[src/rtl/ecfr_pkg.sv]
// Shared types, constants and the byte-wide CRC function of the escaped CRC frame receiver.
// No dependencies; every other file in rtl/ refers to this package by scoped names.
package ecfr_pkg;

    localparam int unsigned MAX_PAYLOAD_DEF = 1024;
    localparam int unsigned FIFO_DEPTH      = 4;

    localparam int unsigned MAXLEN_W  = 11;
    localparam int unsigned TIMEOUT_W = 16;
    localparam int unsigned CFG_W     = 16;
    localparam int unsigned CFG_IDX_W = 1;
    localparam int unsigned LEN_W     = 11;
    localparam int unsigned STATUS_W  = 3;
    localparam int unsigned IN_DATA_W  = 8;
    localparam int unsigned OUT_DATA_W = 32;

    localparam logic [10:0] MAX_LENGTH_RST   = 11'd1024;
    localparam logic [15:0] BYTE_TIMEOUT_RST = 16'd5000;

    localparam logic [7:0]  SYNC_BYTE = 8'h7E;
    localparam logic [7:0]  ESC_BYTE  = 8'h7D;
    localparam logic [7:0]  ESC_XOR   = 8'h20;
    localparam logic [15:0] CRC_INIT  = 16'hFFFF;
    localparam logic [15:0] CRC_POLY  = 16'h1021;

    // Register indexes on the configuration port.
    localparam logic [CFG_IDX_W-1:0] REG_MAX_LENGTH   = 1'd0;
    localparam logic [CFG_IDX_W-1:0] REG_BYTE_TIMEOUT = 1'd1;

    // Input beat kinds.
    localparam logic CMD_BYTE = 1'b0;
    localparam logic CMD_IDLE = 1'b1;

    // Result kinds.
    localparam logic KIND_PAYLOAD = 1'b0;
    localparam logic KIND_STATUS  = 1'b1;

    // End-of-frame status codes.
    localparam logic [STATUS_W-1:0] ST_OK       = 3'd0;
    localparam logic [STATUS_W-1:0] ST_TIMEOUT  = 3'd1;
    localparam logic [STATUS_W-1:0] ST_FRAME    = 3'd2;
    localparam logic [STATUS_W-1:0] ST_OVERFLOW = 3'd3;
    localparam logic [STATUS_W-1:0] ST_CRC      = 3'd4;

    // A classified line beat, as passed from the front end to the frame engine.
    typedef struct packed {
        logic       is_idle;
        logic       is_sync;
        logic       is_esc;
        logic [7:0] raw;
        logic [7:0] unesc;
    } t_token;

    typedef struct packed {
        logic                kind;
        logic [7:0]          payload_byte;
        logic [STATUS_W-1:0] status;
        logic [7:0]          frame_type;
        logic [LEN_W-1:0]    frame_length;
    } t_result;

    // CRC-16/CCITT-FALSE update over one byte, most significant bit first.
    function automatic logic [15:0] crc_byte(input logic [15:0] crc_in, input logic [7:0] b);
        logic [15:0] c;
        c = crc_in ^ {b, 8'h00};
        for (int i = 0; i < 8; i++) begin
            if (c[15]) begin
                c = {c[14:0], 1'b0} ^ CRC_POLY;
            end else begin
                c = {c[14:0], 1'b0};
            end
        end
        return c;
    endfunction

endpackage

[src/rtl/ecfr_front.sv]
// Front end of the escaped CRC frame receiver: accepts line beats and classifies them.
// Depends on ecfr_pkg; feeds ecfr_fifo.
module ecfr_front (
    input  logic                        i_clk,
    input  logic                        i_rst_n,
    input  logic                        i_valid,
    output logic                        o_ready,
    input  logic                        i_cmd,
    input  logic [7:0]                  i_byte,
    output logic                        o_push,
    output ecfr_pkg::t_token            o_token,
    input  logic                        i_full
);

    logic             r_valid;
    logic             n_valid;
    ecfr_pkg::t_token r_token;
    ecfr_pkg::t_token n_token;
    logic             accept;

    // The holding register frees itself whenever the queue takes its beat.
    assign o_push  = r_valid && !i_full;
    assign o_ready = !r_valid || !i_full;
    assign accept  = i_valid && o_ready;
    assign o_token = r_token;

    always_comb begin
        n_token.is_idle = (i_cmd == ecfr_pkg::CMD_IDLE);
        n_token.is_sync = (i_byte == ecfr_pkg::SYNC_BYTE);
        n_token.is_esc  = (i_byte == ecfr_pkg::ESC_BYTE);
        n_token.raw     = i_byte;
        n_token.unesc   = i_byte ^ ecfr_pkg::ESC_XOR;
        if (accept) begin
            n_valid = 1'b1;
        end else if (o_push) begin
            n_valid = 1'b0;
        end else begin
            n_valid = r_valid;
        end
    end

    always_ff @(posedge i_clk) begin
        if (!i_rst_n) begin
            r_valid <= 1'b0;
        end else begin
            r_valid <= n_valid;
        end
    end

    always_ff @(posedge i_clk) begin
        if (accept) begin
            r_token <= n_token;
        end
    end

endmodule

[src/rtl/ecfr_fifo.sv]
// Short token queue between the front end and the frame engine of the receiver.
// Depends on ecfr_pkg for the token type.
module ecfr_fifo #(
    parameter int unsigned DEPTH = ecfr_pkg::FIFO_DEPTH
) (
    input  logic             i_clk,
    input  logic             i_rst_n,
    input  logic             i_push,
    input  ecfr_pkg::t_token i_token,
    output logic             o_full,
    input  logic             i_pop,
    output logic             o_valid,
    output ecfr_pkg::t_token o_token
);

    localparam int unsigned PTR_W = (DEPTH > 1) ? $clog2(DEPTH) : 1;
    localparam int unsigned CNT_W = $clog2(DEPTH + 1);

    ecfr_pkg::t_token r_mem [DEPTH];
    logic [PTR_W-1:0] r_wr_ptr;
    logic [PTR_W-1:0] r_rd_ptr;
    logic [CNT_W-1:0] r_count;
    logic             do_push;
    logic             do_pop;

    assign o_full  = (r_count == CNT_W'(DEPTH));
    assign o_valid = (r_count != '0);
    assign o_token = r_mem[r_rd_ptr];
    assign do_push = i_push && !o_full;
    assign do_pop  = i_pop && o_valid;

    function automatic logic [PTR_W-1:0] ptr_inc(input logic [PTR_W-1:0] p);
        logic [PTR_W-1:0] q;
        if (p == PTR_W'(DEPTH - 1)) begin
            q = '0;
        end else begin
            q = p + 1'b1;
        end
        return q;
    endfunction

    always_ff @(posedge i_clk) begin
        if (!i_rst_n) begin
            r_wr_ptr <= '0;
            r_rd_ptr <= '0;
            r_count  <= '0;
        end else begin
            if (do_push) begin
                r_wr_ptr <= ptr_inc(r_wr_ptr);
            end
            if (do_pop) begin
                r_rd_ptr <= ptr_inc(r_rd_ptr);
            end
            if (do_push && !do_pop) begin
                r_count <= r_count + 1'b1;
            end else if (do_pop && !do_push) begin
                r_count <= r_count - 1'b1;
            end
        end
    end

    always_ff @(posedge i_clk) begin
        if (do_push) begin
            r_mem[r_wr_ptr] <= i_token;
        end
    end

endmodule

[src/rtl/ecfr_back.sv]
// Frame engine of the receiver: phase sequencer, CRC, timeout and the result register.
// Depends on ecfr_pkg; takes tokens from ecfr_fifo.
module ecfr_back #(
    parameter int unsigned MAX_PAYLOAD = ecfr_pkg::MAX_PAYLOAD_DEF
) (
    input  logic                              i_clk,
    input  logic                              i_rst_n,
    input  logic [ecfr_pkg::MAXLEN_W-1:0]     i_max_length,
    input  logic [ecfr_pkg::TIMEOUT_W-1:0]    i_byte_timeout,
    input  logic                              i_tok_valid,
    input  ecfr_pkg::t_token                  i_token,
    output logic                              o_pop,
    output logic                              o_valid,
    input  logic                              i_ready,
    output ecfr_pkg::t_result                 o_result
);

    localparam logic [2:0] PH_HUNT    = 3'd0;
    localparam logic [2:0] PH_LEN_LO  = 3'd1;
    localparam logic [2:0] PH_LEN_HI  = 3'd2;
    localparam logic [2:0] PH_TYPE    = 3'd3;
    localparam logic [2:0] PH_PAYLOAD = 3'd4;
    localparam logic [2:0] PH_CRC_LO  = 3'd5;
    localparam logic [2:0] PH_CRC_HI  = 3'd6;

    localparam logic [15:0] PAYLOAD_LIMIT = 16'(MAX_PAYLOAD);

    logic [2:0]                   r_phase, n_phase;
    logic                         r_esc, n_esc;
    logic [7:0]                   r_len_lo, n_len_lo;
    logic [ecfr_pkg::LEN_W-1:0]   r_len, n_len;
    logic [ecfr_pkg::LEN_W-1:0]   r_cnt, n_cnt;
    logic [15:0]                  r_crc, n_crc;
    logic [7:0]                   r_crc_lo, n_crc_lo;
    logic [7:0]                   r_type, n_type;
    logic [15:0]                  r_idle, n_idle;
    logic                         r_out_valid, n_out_valid;
    ecfr_pkg::t_result            r_out, n_out;

    logic                         step;
    logic                         emit;
    ecfr_pkg::t_result            res;
    logic                         data_ok;
    logic [7:0]                   d;
    logic [15:0]                  len_full;
    logic [15:0]                  limit;
    logic [15:0]                  idle_inc;
    logic [15:0]                  crc_next;
    logic [ecfr_pkg::LEN_W-1:0]   cnt_inc;

    // The engine moves one token whenever the result register is free or being emptied.
    assign step     = i_tok_valid && (!r_out_valid || i_ready);
    assign o_pop    = step;
    assign o_valid  = r_out_valid;
    assign o_result = r_out;

    assign len_full = {d, r_len_lo};
    assign limit    = (i_byte_timeout == '0) ? 16'd1 : i_byte_timeout;
    assign idle_inc = (r_idle == 16'hFFFF) ? r_idle : r_idle + 16'd1;
    assign crc_next = ecfr_pkg::crc_byte(r_crc, d);
    assign cnt_inc  = r_cnt + 1'b1;

    always_comb begin
        n_phase  = r_phase;
        n_esc    = r_esc;
        n_len_lo = r_len_lo;
        n_len    = r_len;
        n_cnt    = r_cnt;
        n_crc    = r_crc;
        n_crc_lo = r_crc_lo;
        n_type   = r_type;
        n_idle   = r_idle;
        emit     = 1'b0;
        data_ok  = 1'b0;
        d        = i_token.raw;
        res      = '0;

        if (i_token.is_idle) begin
            if (r_phase != PH_HUNT) begin
                n_idle = idle_inc;
                if (idle_inc >= limit) begin
                    emit       = 1'b1;
                    res.kind   = ecfr_pkg::KIND_STATUS;
                    res.status = ecfr_pkg::ST_TIMEOUT;
                end
            end
        end else if (r_phase == PH_HUNT) begin
            if (i_token.is_sync) begin
                n_phase  = PH_LEN_LO;
                n_esc    = 1'b0;
                n_len_lo = '0;
                n_len    = '0;
                n_cnt    = '0;
                n_crc    = ecfr_pkg::CRC_INIT;
                n_crc_lo = '0;
                n_type   = '0;
                n_idle   = '0;
            end
        end else begin
            n_idle = '0;
            if (r_esc) begin
                n_esc   = 1'b0;
                d       = i_token.unesc;
                data_ok = 1'b1;
            end else if (i_token.is_sync) begin
                emit       = 1'b1;
                res.kind   = ecfr_pkg::KIND_STATUS;
                res.status = ecfr_pkg::ST_FRAME;
            end else if (i_token.is_esc) begin
                n_esc = 1'b1;
            end else begin
                data_ok = 1'b1;
            end
        end

        if (data_ok) begin
            unique case (r_phase)
                PH_LEN_LO: begin
                    n_len_lo = d;
                    n_phase  = PH_LEN_HI;
                end
                PH_LEN_HI: begin
                    if (len_full > {5'd0, i_max_length} || len_full > PAYLOAD_LIMIT) begin
                        emit       = 1'b1;
                        res.kind   = ecfr_pkg::KIND_STATUS;
                        res.status = ecfr_pkg::ST_OVERFLOW;
                    end else begin
                        n_len   = len_full[ecfr_pkg::LEN_W-1:0];
                        n_phase = PH_TYPE;
                    end
                end
                PH_TYPE: begin
                    n_type  = d;
                    n_crc   = crc_next;
                    n_cnt   = '0;
                    n_phase = (r_len == '0) ? PH_CRC_LO : PH_PAYLOAD;
                end
                PH_PAYLOAD: begin
                    n_crc = crc_next;
                    n_cnt = cnt_inc;
                    if (cnt_inc >= r_len) begin
                        n_phase = PH_CRC_LO;
                    end
                    emit             = 1'b1;
                    res.kind         = ecfr_pkg::KIND_PAYLOAD;
                    res.payload_byte = d;
                end
                PH_CRC_LO: begin
                    n_crc_lo = d;
                    n_phase  = PH_CRC_HI;
                end
                PH_CRC_HI: begin
                    emit           = 1'b1;
                    res.kind       = ecfr_pkg::KIND_STATUS;
                    res.frame_type = r_type;
                    if ({d, r_crc_lo} == r_crc) begin
                        res.status       = ecfr_pkg::ST_OK;
                        res.frame_length = r_len;
                    end else begin
                        res.status = ecfr_pkg::ST_CRC;
                    end
                end
                default: begin
                    n_phase = PH_HUNT;
                    n_esc   = 1'b0;
                end
            endcase
        end

        // Every end of frame, good or bad, goes back to hunting.
        if (emit && res.kind == ecfr_pkg::KIND_STATUS) begin
            n_phase = PH_HUNT;
            n_esc   = 1'b0;
            n_idle  = '0;
        end

        if (step) begin
            n_out_valid = emit;
        end else if (i_ready) begin
            n_out_valid = 1'b0;
        end else begin
            n_out_valid = r_out_valid;
        end
        n_out = res;
    end

    always_ff @(posedge i_clk) begin
        if (!i_rst_n) begin
            r_phase     <= PH_HUNT;
            r_esc       <= 1'b0;
            r_len_lo    <= '0;
            r_len       <= '0;
            r_cnt       <= '0;
            r_crc       <= ecfr_pkg::CRC_INIT;
            r_crc_lo    <= '0;
            r_type      <= '0;
            r_idle      <= '0;
            r_out_valid <= 1'b0;
        end else begin
            r_out_valid <= n_out_valid;
            if (step) begin
                r_phase  <= n_phase;
                r_esc    <= n_esc;
                r_len_lo <= n_len_lo;
                r_len    <= n_len;
                r_cnt    <= n_cnt;
                r_crc    <= n_crc;
                r_crc_lo <= n_crc_lo;
                r_type   <= n_type;
                r_idle   <= n_idle;
            end
        end
    end

    always_ff @(posedge i_clk) begin
        if (step && emit) begin
            r_out <= n_out;
        end
    end

endmodule

[src/rtl/escaped_crc_frame_receiver_top.sv]
// Top level of the escaped CRC frame receiver: configuration registers and the
// front end, token queue and frame engine. Depends on ecfr_pkg and all ecfr_* modules.
//
// Usage. The slave stream carries one beat per line event: tuser is the command
// (0 = a byte arrived, carried in tdata[7:0]; 1 = one idle tick). The master stream
// returns zero or one beat per input beat: tuser 0 is a decoded payload byte in
// tdata[7:0]; tuser 1 is the end-of-frame status with the type and length beside it.
// Frames open with a raw 0x7E, use 0x7D escapes, and carry a little-endian length,
// a type byte, the payload and a little-endian CRC-16/CCITT-FALSE over type and
// payload. Any status returns the receiver to hunting for the next sync byte.
//
// Throughput is one beat per cycle while the master side does not stall: the frame
// engine computes a byte-wide CRC update and one phase step combinationally per token.
// A result passes through the front end's holding register and the token queue,
// after which the frame engine loads it into its result register.
// When the master side stalls, the frame engine stops, the four-entry token queue
// fills and then the slave side deasserts tready; no beat is lost.
// Reset is synchronous and active low; it empties the queue and the result
// register, sets hunting, and loads max_length = 1024 and byte_timeout = 5000.
// Configuration writes take effect on the next cycle and are meant for idle times.
module escaped_crc_frame_receiver_top #(
    parameter int unsigned MAX_PAYLOAD = ecfr_pkg::MAX_PAYLOAD_DEF
) (
    input  logic                                 i_clk,
    input  logic                                 i_rst_n,
    // Slave side (received line events).
    input  logic                                 i_s_tvalid,
    output logic                                 o_s_tready,
    input  logic [ecfr_pkg::IN_DATA_W-1:0]       i_s_tdata,   // [7:0] rx_byte
    input  logic                                 i_s_tuser,   // [0] command
    // Master side (decoded bytes and frame status).
    output logic                                 o_m_tvalid,
    input  logic                                 i_m_tready,
    output logic [ecfr_pkg::OUT_DATA_W-1:0]      o_m_tdata,   // [7:0] payload_byte,
                                                              // [10:8] status,
                                                              // [18:11] frame_type,
                                                              // [29:19] frame_length,
                                                              // [31:30] zero
    output logic                                 o_m_tuser,   // [0] kind
    // Configuration write port.
    input  logic                                 i_cfg_we,
    input  logic [ecfr_pkg::CFG_IDX_W-1:0]       i_cfg_index,
    input  logic [ecfr_pkg::CFG_W-1:0]           i_cfg_data
);

    logic [ecfr_pkg::MAXLEN_W-1:0]  r_max_length;
    logic [ecfr_pkg::TIMEOUT_W-1:0] r_byte_timeout;

    logic              push;
    logic              full;
    logic              pop;
    logic              tok_valid;
    ecfr_pkg::t_token  front_token;
    ecfr_pkg::t_token  queue_token;
    ecfr_pkg::t_result result;

    always_ff @(posedge i_clk) begin
        if (!i_rst_n) begin
            r_max_length   <= ecfr_pkg::MAX_LENGTH_RST;
            r_byte_timeout <= ecfr_pkg::BYTE_TIMEOUT_RST;
        end else if (i_cfg_we) begin
            unique case (i_cfg_index)
                ecfr_pkg::REG_MAX_LENGTH:
                    r_max_length <= i_cfg_data[ecfr_pkg::MAXLEN_W-1:0];
                ecfr_pkg::REG_BYTE_TIMEOUT:
                    r_byte_timeout <= i_cfg_data[ecfr_pkg::TIMEOUT_W-1:0];
                default: begin
                end
            endcase
        end
    end

    ecfr_front u_front (
        .i_clk   (i_clk),
        .i_rst_n (i_rst_n),
        .i_valid (i_s_tvalid),
        .o_ready (o_s_tready),
        .i_cmd   (i_s_tuser),
        .i_byte  (i_s_tdata),
        .o_push  (push),
        .o_token (front_token),
        .i_full  (full)
    );

    ecfr_fifo #(
        .DEPTH (ecfr_pkg::FIFO_DEPTH)
    ) u_fifo (
        .i_clk   (i_clk),
        .i_rst_n (i_rst_n),
        .i_push  (push),
        .i_token (front_token),
        .o_full  (full),
        .i_pop   (pop),
        .o_valid (tok_valid),
        .o_token (queue_token)
    );

    ecfr_back #(
        .MAX_PAYLOAD (MAX_PAYLOAD)
    ) u_back (
        .i_clk          (i_clk),
        .i_rst_n        (i_rst_n),
        .i_max_length   (r_max_length),
        .i_byte_timeout (r_byte_timeout),
        .i_tok_valid    (tok_valid),
        .i_token        (queue_token),
        .o_pop          (pop),
        .o_valid        (o_m_tvalid),
        .i_ready        (i_m_tready),
        .o_result       (result)
    );

    assign o_m_tuser = result.kind;
    assign o_m_tdata = {2'b00, result.frame_length, result.frame_type,
                        result.status, result.payload_byte};

endmodule

[config.mk]
export PLATFORM = sky130hd
export DESIGN_NAME = escaped_crc_frame_receiver_top
export DESIGN_NICKNAME = d
export VERILOG_FILES = /design/src/rtl/ecfr_pkg.sv /design/src/rtl/ecfr_front.sv /design/src/rtl/ecfr_fifo.sv /design/src/rtl/ecfr_back.sv /design/src/rtl/escaped_crc_frame_receiver_top.sv
export SDC_FILE = /design/constraint.sdc
export NUM_CORES = 1
export LEC_CHECK = 0
export ABC_AREA = 0
export BUFFER_PORTS_ARGS = -buffer_cell sky130_fd_sc_hd__buf_2
export CAP_MARGIN = 0
export CELL_PAD_IN_SITES_DETAIL_PLACEMENT = 1
export CELL_PAD_IN_SITES_GLOBAL_PLACEMENT = 1
export CORE_UTILIZATION = 25
export CTS_CLUSTER_SIZE = 24
export DETAILED_ROUTE_END_ITERATION = 8
export GPL_TIMING_DRIVEN = 0
export PLACE_DENSITY_LB_ADDON = 0.1
export SLEW_MARGIN = 25
export SYNTH_ARGS = -nofsm -noshare
export SYNTH_HDL_FRONTEND = slang
export SYNTH_SLANG_ARGS = --single-unit
[constraint.sdc]
create_clock -name i_clk -period 9.7 [get_ports i_clk]
set_clock_uncertainty 0.15 [all_clocks]
set_input_delay 1.94 -clock i_clk [delete_from_list [all_inputs] [get_ports i_clk]]
set_output_delay 1.94 -clock i_clk [all_outputs]
set_load 0.01 [all_outputs]
==> metrics.txt, run 1 <==
Die Span X ~200 um; fraction of registers with async set/reset 0; Placeable Area about 39000 sq um; Num CTS Buffers 26; cell accounting for the most synthesized area sky130_fd_sc_hd__edfxtp_1; global-route wire length before repair between 40 and 50 mm; Root Buffer Master sky130_fd_sc_hd__clkbuf_16; Hold Crit Class flop to flop; final cycle utilization of the critical path 0.520; Routed WL per cell 18.7 um; initial standard-cell utilization of the core 0.256; element type at the critical path start flop; number of placement rows roughly 70; number of buffers inserted by hold repair at cts 0; setup repair after global routing missed its margin no; DIE AREA a little over 40000 sq um; Crit Path Class flop to flop; final core area utilization 0.304; number of buffer cells added on primary ports between 60 and 70; clk_lat worst skew between 0.5 and 0.6 ns; top cells by area, synth sky130_fd_sc_hd__edfxtp_1, sky130_fd_sc_hd__dfxtp_1, sky130_fd_sc_hd__ha_1; Worst Path Max Fanout 10; dpl hpwl between 20 and 25 mm; combinational share of power 0.242; final net count roughly 1100; power density over the cells around 220 nW/um^2; total global-route track usage 0.146; DR DRC count 0; cell area after synthesis between 9000 and 10000 sq um; proportion of layout cells with a drive suffix above 1 0.130; Vert. Die Dim 202 um; worst slew slack as a fraction of its limit 0.346; number of top-level pins 66; Post CTS Setup Buffer Count 0; Syn. warnings 0; detailed-router iteration count before antenna repair 4; data arrival time at the worst-slack endpoint 5.37 ns; total detailed-routing wirelength 29.3 mm; switching part of the total 0.322; Max Transition Viols Final 0; via count of the first global-routing pass approximately 7700; post-DR vias/cell 4.61; worst vdd ir between 0.1 and 0.15 mV; setup violation total in the final timing report 0; remaining number of nets flagged by the antenna check after routing 0; number of gates given a new drive strength after cts 0; number of flops mapped to enable cells by yosys between 90 and 100; maximum clock frequency approximately 200 MHz; Post-Synthesis Mean Instance Area 10.7 sq um; number of DRC markers in iteration 0 288; synthesis-to-layout area growth 18.7%; sw power roughly 0.84 mW; pin count of the biggest net entering global routing 20; max cap viols 0; Critical Path RT around 10 ns; largest buffer count on any clock path 3; grt ovf 0; Cell Int Power roughly 1.8 mW; final count of hold timing violations 0; TritonCTS clock tree yes; Fill cells around 4400; final weighted congestion in routability-driven placement between 0.7 and 0.8; Final Critical Period approximately 5.0 ns; sequential power share 0.388; flip-flop cell with the highest count after synthesis sky130_fd_sc_hd__dfxtp_1; clock power share 0.370; status finished, final reports clean; antenna fix cells 0; TritonCTS sink count approximately 210; sequential element share of the synthesized area 0.514; Via Count about 7200; P_leak between 4 and 5 nW; Unique masters post-synth 69; final setup TNS 0 ns; actual slew at the worst max-slew pin 0.971 ns; number of H-tree branching levels 1; CTS clock-pin slew for the worst setup and hold paths approximately 0.060 ns; endpoint kind of the worst setup timing path flop; Synth Register Bits approximately 210; count of mapped cells out of synthesis roughly 940; top cell type's share of synthesized area 0.273; antenna violations before repair 0
-- per-stage QoR --
stage                     setup WS, ns  power [mW]  cells  hold slack [ns]  cell area [sq um]
after floorplan                   4.35        1.44    939            0.293              10000
after CTS                         4.54        2.66   1568            0.318              11900
after global routing              4.07        2.75   1568            0.348              11900
after global placement            2.37        1.67   1519            0.310              11000
final                             4.65        2.61   1568            0.314              11900
after detailed placement          4.56        1.68   1521            0.310              11000
-- layout make-up --
cell class                 count  area (sq um)  area share
sequential                   211          5130       0.433
multi-input combinational    636          4500       0.379
clock buffer                  34           691      0.0582
tap                          518           648      0.0547
timing repair buffer          64           353      0.0298
buffer                        47           214      0.0180
inverter                      45           169      0.0142
clock inverter                13           149      0.0126
-- kinds of logic (layout without fill, tap and decap cells) --
kind of cell | Yosys count | in the layout | synth area share
and+or+nand+nor | 319 | 319 | 0.169
DFF | 211 | 211 | 0.514
AOI/OAI and AO/OA | 200 | 200 | 0.138
buffers and inverters | 92 | 203 | 0.0383
xor gates and xnor gates | 54 | 54 | 0.0481
adders and majority gates | 47 | 47 | 0.0596
muxes | 14 | 14 | 0.0318
other | 1 | 2 | 0.000375
-- cell usage in the layout, fill, tap and decap left out, drive strengths merged, types with 34 or more instances in the layout --
cell type	Yosys	routed
o21ai	41	41
dfxtp	120	120
a21oi	34	34
nand2	97	97
clkbuf	32	66
ha	46	46
nor2b	42	42
buf	15	79
inv	45	45
nor2	39	39
edfxtp	91	91
-- power by group through the flow --
stage          clock [mW]  combinational [mW]  sequential (mW)
6_report            0.966               0.631             1.01
5_1_grt              1.04               0.700             1.02
4_1_cts              1.00               0.648             1.01
3_5_place_dp            0               0.644             1.03
3_3_place_gp            0               0.636             1.03
2_1_floorplan           0               0.411             1.03
-- final timing paths --
path	startpoint	end	slack [ns]	depth (start not counted)
max reg2reg	u_back.r_idle[4]$_SDFFE_PN0P_	u_back.r_idle[8]$_SDFFE_PN0P_	4.65	15
min	r_max_length[5]$_SDFFE_PN0P_	r_max_length[5]$_SDFFE_PN0P_	0.31	2
max	u_back.r_idle[4]$_SDFFE_PN0P_	u_back.r_idle[8]$_SDFFE_PN0P_	4.65	15
min reg2reg	r_max_length[5]$_SDFFE_PN0P_	r_max_length[5]$_SDFFE_PN0P_	0.31	2
-- layer usage --
metal	routed length [um]	vias to the layer above	GRT usage
met5	0	-	0
met4	550	0	0.0398
met3	898	34	0.0206
met2	13800	92	0.245
met1	14000	3533	0.197
li1	-	3573	-
-- cell usage after synthesis (all sizes together) (2+ instances only) --
master / number
dfxtp: 120
nand2: 97
edfxtp: 91
ha: 46
inv: 45
nor2b: 42
o21ai: 41
nor2: 39
a21oi: 34
a21boi: 33
clkbuf: 32
xnor2: 30
and3: 29
a22oi: 28
xor2: 24
and2: 18
nand3: 18
a22o: 16
buf: 15
nand4: 15
nor3: 13
mux4: 12
o211ai: 9
nand4b: 8
nor4: 8
nand3b: 7
o22a: 7
or3: 7
o22ai: 6
a21o: 5
a31oi: 5
nand2b: 5
or4: 4
a32o: 3
o21bai: 3
or2: 3
and3b: 2
nor3b: 2
-- critical path, stage by stage (launching register included) --
cell and delay (ns):
sky130_fd_sc_hd__dfxtp_1 0.42, sky130_fd_sc_hd__and4_1 0.27, sky130_fd_sc_hd__nand4_1 0.21, sky130_fd_sc_hd__nor4_1 0.89
sky130_fd_sc_hd__nor2_1 0.25, sky130_fd_sc_hd__and2_1 0.27, sky130_fd_sc_hd__xor2_1 0.16, sky130_fd_sc_hd__ha_1 0.32
sky130_fd_sc_hd__a21oi_1 0.14, sky130_fd_sc_hd__o21ai_0 0.11, sky130_fd_sc_hd__a21oi_1 0.31, sky130_fd_sc_hd__o211ai_1 0.21
sky130_fd_sc_hd__nor2_1 0.47, sky130_fd_sc_hd__clkbuf_1 0.49, sky130_fd_sc_hd__nand3b_1 0.14, sky130_fd_sc_hd__a21boi_0 0.17
-- sequential cells by signal, indices dropped and copies added (netlist names), named ones only --
register and flops:
r_byte_timeout 16, r_max_length 11, u_back.o_result 31, u_back.o_valid 1, u_back.r_cnt 11, u_back.r_crc 16
u_back.r_crc_lo 8, u_back.r_esc 1, u_back.r_idle 16, u_back.r_len 11, u_back.r_len_lo 8, u_back.r_phase 3
u_back.r_type 8, u_fifo.r_count 3, u_fifo.r_mem 48, u_fifo.r_rd_ptr 2, u_fifo.r_wr_ptr 2, u_front.o_token 12
u_front.r_valid 1
No activity file was read; power rests on OpenSTA's default activity.
==> run 2, diff against run 1 <==
Clock period 9.7 ns to 4.9 ns, I/O delays scaled along.
==> metrics.txt, run 2 (synthesized netlist as in run 1, its figures left out) <==
status finished, final reports clean; detailed-router iteration count before antenna repair 6; critical path buffer and inverter count 3; DR DRC count 0; remaining number of nets flagged by the antenna check after routing 0; sw power ~1.7 mW; Die Span X roughly 200 um; worst slew slack as a fraction of its limit 0.358; CP most frequent cell sky130_fd_sc_hd__o21ai_0; Fill cells 4369; post-placement worst setup slack -0.368 ns; Hold Crit Class flop to flop; register area roughly 5000 sq um; number of buffer cells added on primary ports 62; clk_lat worst skew 0.56 ns; pin count of the biggest net entering global routing 19; final net count 1111; critical-path cell list and4_1, nand4_1, buf_4, or2_2, or3_1, and3_1, nor2_1, ha_1, a211oi_1, o21ai_0, a21oi_2, o21ai_0, and2_1, a21oi_4, a31oi_4, buf_8, buf_16; antenna violations before repair 0; TritonCTS clock tree yes; worst reg-to-reg setup slack 0.31 ns; Max Transition Viols Final 0; max cap viols 0; Critical-path top delay cell sky130_fd_sc_hd__or3_1; Critical Path RT roughly 5.1 ns; Final Critical Period approximately 4.6 ns; TritonCTS sink count around 210; CTS clock-pin slew for the worst setup and hold paths approximately 0.060 ns; number of placement rows 72; number of H-tree branching levels 1; via count of the first global-routing pass between 7000 and 8000; dpl hpwl 21.6 mm; switching part of the total 0.329; proportion of layout cells with a drive suffix above 1 0.139; endpoint kind of the worst setup timing path flop; Worst Reg-to-Reg Cells 17; final setup TNS 0 ns; beginning of the worst register-to-register path u_back.r_idle[5]$_SDFFE_PN0P_; worst hold path cell count 2; flip-flop count of the largest register, all copies and words added 48; sequential power share 0.387; setup slack of the critical path after layout around 0.3 ns; setup violation total in the final timing report 0; leading cell types in the layout, fill and taps excluded sky130_fd_sc_hd__dfxtp_1, sky130_fd_sc_hd__nand2_1, sky130_fd_sc_hd__edfxtp_1; final count of hold timing violations 0; final weighted congestion in routability-driven placement roughly 0.75; final cycle utilization of the critical path 0.937; Hold Path Origin r_max_length[7]$_SDFFE_PN0P_; Placeable Area 39000 sq um; data arrival time at the worst-slack endpoint roughly 4.8 ns; grt ovf 0; initial standard-cell utilization of the core 0.256; DIE AREA between 40000 and 50000 sq um; global-route wire length before repair 45.6 mm; Critical Path Start u_back.r_idle[5]$_SDFFE_PN0P_; multi-input combinational cell area 4530 sq um; Vert. Die Dim ~200 um; maximum clock frequency about 220 MHz; total detailed-routing wirelength ~29 mm; power density over the cells 435 nW/um^2; number of DRC markers in iteration 0 between 200 and 250; Crit Path Class flop to flop; element type at the critical path start flop; total global-route track usage 0.145; number of cells on the critical path 17; Cell Int Power around 3.5 mW; synthesis-to-layout area growth 19.1%; Via Count approximately 7200; Routed WL per cell 18.8 um; number of cells in the finished layout apart from fillers 1570; post-DR vias/cell between 4 and 5; actual slew at the worst max-slew pin between 0.9 and 1 ns; maximum cell stage delay along the critical path 0.47 ns; Num CTS Buffers 27; power after layout 5.18 mW; number of top-level pins 66; Worst Path Max Fanout 18; largest buffer count on any clock path 3; combinational share of power 0.244; worst vdd ir 0.246 mV; Root Buffer Master sky130_fd_sc_hd__clkbuf_16; register containing the most flip-flops in the final layout u_fifo.r_mem; P_leak 4.39 nW; most frequent standard cell in the layout excluding fill and tap cells sky130_fd_sc_hd__dfxtp_1; antenna fix cells 0; gate family responsible for the most delay along the worst path simple AND/OR/NAND/NOR gates; placed cell count 1521; clock power share 0.369
## run 2: final timing paths
path                                                           to
worst min-delay path                 r_max_length[7]$_SDFFE_PN0P_
worst min register to register       r_max_length[7]$_SDFFE_PN0P_
worst max register to register  u_back.o_result[21]$_SDFFCE_PN0P_
worst max-delay path            u_back.o_result[21]$_SDFFCE_PN0P_
## run 2: power by group through the flow
stage                     Clock (mW)  Combinational [mW]  Sequential (mW)
after floorplan                    0               0.814             2.03
after global placement             0                1.26             2.04
after detailed placement           0                1.28             2.04
after CTS                       1.98                1.29             2.01
after global routing            2.06                1.39             2.02
final                           1.91                1.26             2.00
## run 2: repair_timing
item / CTS / global route
endpoints found under the hold margin: 0 / 0
setup buffers: 0 / 1
setup endpoints to repair: 45 / 37
hold buffers: 0 / 0
gates resized for setup: 2 / 6
## run 2: stage by stage
stage	util	instance area, sq um	hold slack [ns]
floorplan	-	10000	0.293
global placement	0.281	11000	0.306
detailed placement	0.282	11000	0.312
CTS	0.304	11900	0.321
global route	0.305	11900	0.332
finish	0.305	11900	0.317
## run 2: per-layer routing
metal | vias to the layer above | GRT usage | part of all wire
met4 | 0 | 0.0387 | 0.020
li1 | 3581 | - | -
met2 | 97 | 0.245 | 0.47
met5 | - | 0 | 0
met1 | 3504 | 0.193 | 0.48
met3 | 41 | 0.0219 | 0.035
## run 2: tightest hold or removal path, stage by stage (launching register included)
cell and delay [ns]:
sky130_fd_sc_hd__dfxtp_1 0.31, sky130_fd_sc_hd__nand2_1 0.05, sky130_fd_sc_hd__a21boi_0 0.06
## run 2: layout make-up
class | count | share of cell area
timing repair buffer | 65 | 0.0303
sequential | 211 | 0.431
clock buffer | 38 | 0.0628
inverter | 45 | 0.0142
clock inverter | 10 | 0.00799
multi-input combinational | 636 | 0.381
tap | 518 | 0.0545
buffer | 47 | 0.0181
==> run 3, diff against run 2 <==
Settings changed: CORE_UTILIZATION 25 to 48, TNS_END_PERCENT set to 20.
==> metrics.txt, run 3 (synthesized netlist as in run 1, its figures left out) <==
status finished, final reports clean; total global-route track usage 0.242; initial standard-cell utilization of the core 0.492; final cycle utilization of the critical path 0.915; actual slew at the worst max-slew pin approximately 0.90 ns; dpl hpwl around 18 mm; setup violation total in the final timing report 0; final count of hold timing violations 0; clk_lat worst skew 0.52 ns; proportion of layout cells with a drive suffix above 1 0.135; total detailed-routing wirelength between 20 and 30 mm; number of placement rows 52; global-route wire length before repair slightly above 40 mm; Hold Path Origin r_max_length[7]$_SDFFE_PN0P_; CTS clock-pin slew for the worst setup and hold paths about 0.060 ns; element type at the critical path start flop; Num CTS Buffers 24; maximum clock frequency ~220 MHz; Die Span X 146 um; Worst Reg-to-Reg Cells 16; post-DR vias/cell ~5.6; DIE AREA around 21000 sq um; Root Buffer Master sky130_fd_sc_hd__clkbuf_16; number of H-tree branching levels 1; antenna violations before repair 0; P_leak roughly 4.3 nW; gate family responsible for the most delay along the worst path simple AND/OR/NAND/NOR gates; RR Endpoint u_back.o_valid$_SDFFE_PN0P_; Vert. Die Dim 146 um; setup slack of the critical path after layout 0.415 ns; TritonCTS clock tree yes; final weighted congestion in routability-driven placement 0.850; most frequent standard cell in the layout excluding fill and tap cells sky130_fd_sc_hd__dfxtp_1; Placeable Area about 20000 sq um; number of DRC markers in iteration 0 ~320; Critical Path RT 5.16 ns; worst hold path cell count 2; power after layout between 4 and 5 mW; number of top-level pins between 60 and 70; Via Count roughly 7400; DR DRC count 0; maximum cell stage delay along the critical path 0.45 ns; critical path buffer and inverter count 1; register containing the most flip-flops in the final layout u_fifo.r_mem; Max Transition Viols Final 0; worst vdd ir ~0.33 mV; worst reg-to-reg setup slack 0.42 ns; detailed-router iteration count before antenna repair 4; max cap viols 0; largest buffer count on any clock path 3; TritonCTS sink count around 210; Worst Path Max Fanout 20; endpoint kind of the worst setup timing path flop; beginning of the worst register-to-register path u_back.r_idle[5]$_SDFFE_PN0P_; data arrival time at the worst-slack endpoint 4.74 ns; flip-flop count of the largest register, all copies and words added between 40 and 50; Hold Crit Class flop to flop; Final Critical Period ~4.5 ns; pin count of the biggest net entering global routing 21; leading cell types in the layout, fill and taps excluded sky130_fd_sc_hd__dfxtp_1, sky130_fd_sc_hd__nand2_1, sky130_fd_sc_hd__edfxtp_1; grt ovf 0; Routed WL per cell around 19 um; worst hold slack 0.314 ns; critical-path cell list and4_1, nand4_1, or2_2, or3_1, and3_1, nor2_1, ha_1, a211oi_1, o21ai_0, a21oi_1, o21ai_0, and2_1, a21oi_2, a31oi_4, buf_16, o21a_1; Crit Path Class flop to flop; antenna fix cells 0; final net count 1107; CP most frequent cell sky130_fd_sc_hd__o21ai_0; post-placement worst setup slack -0.102 ns; worst slew slack as a fraction of its limit 0.398; remaining number of nets flagged by the antenna check after routing 0; setup repair after global routing missed its margin no; Critical-path top delay cell sky130_fd_sc_hd__or3_1; number of buffer cells added on primary ports between 60 and 70; via count of the first global-routing pass 7640; power density over the cells 431 nW/um^2; worst hold path endpoint r_max_length[7]$_SDFFE_PN0P_; synthesis-to-layout area growth 15.0%
[run 3: worst max-delay path by stage]
| stage | start | endpoint | slack [ns] | cells after the start |
|---|---|---|---|---|
| after global placement | u_back.r_idle[4]$_SDFFE_PN0P_ | u_back.o_result[28]$_SDFFCE_PN0P_ | -0.96 | 13 |
| after floorplan | u_back.r_idle[4]$_SDFFE_PN0P_ | u_back.o_result[0]$_SDFFCE_PN0P_ | 0.22 | 13 |
| final | u_back.r_idle[5]$_SDFFE_PN0P_ | u_back.o_valid$_SDFFE_PN0P_ | 0.42 | 16 |
| after CTS | u_back.r_idle[4]$_SDFFE_PN0P_ | u_back.o_valid$_SDFFE_PN0P_ | 0.07 | 16 |
| after detailed placement | u_back.r_idle[4]$_SDFFE_PN0P_ | u_back.o_valid$_SDFFE_PN0P_ | -0.10 | 16 |
| after global routing | u_back.r_idle[4]$_SDFFE_PN0P_ | u_back.r_idle[9]$_SDFFE_PN0P_ | 0.0008 | 15 |
[run 3: layout make-up]
cell class / instances / area (sq um)
sequential: 211 / 5130
timing repair buffer: 64 / 358
fill: 2248 / 8810
inverter: 45 / 169
clock buffer: 36 / 727
buffer: 47 / 214
tap: 270 / 338
clock inverter: 8 / 41.3
multi-input combinational: 636 / 4510
[run 3: metal layers]
layer | GRT usage | vias to the layer above | routed length, um
met5 | 0 | - | 0
met4 | 0.0870 | 0 | 918
met3 | 0.0350 | 58 | 1020
met2 | 0.405 | 144 | 12100
met1 | 0.320 | 3609 | 11400
li1 | - | 3568 | -
[run 3: repair_timing]
action / in CTS / in global routing
setup buffers: 0 / 1
setup endpoints to repair: 20 / 44
hold buffers: 0 / 0
endpoints found under the hold margin: 0 / 0
cloned: 0 / 0
pin swaps: 0 / 1
resized for setup: 1 / 2
[run 3: through the flow]
step,setup TNS (ns),cell area (sq um),cells,util
2_1_floorplan,0,10000,939,-
3_3_place_gp,-32.33,10700,1271,0.525
3_5_place_dp,-1.76,10700,1272,0.527
4_1_cts,0,11500,1316,0.565
5_1_grt,0,11500,1317,0.566
6_report,0,11500,1317,0.566
[run 3: tightest hold or removal path: cells and delay by family (launching register included)]
kind,cells,cell delay [ns]
flip-flops,1,0.30
AND/OR/NAND/NOR,1,0.05
AO/OA/AOI/OAI,1,0.07
[run 3: power breakdown]
| part | leakage (nW) | total [mW] | internal (mW) | switching (mW) |
|---|---|---|---|---|
| logic | 2.16 | 1.22 | 0.421 | 0.795 |
| registers | 1.78 | 2.00 | 1.94 | 0.0675 |
| clock network | 0.384 | 1.73 | 1.02 | 0.709 |
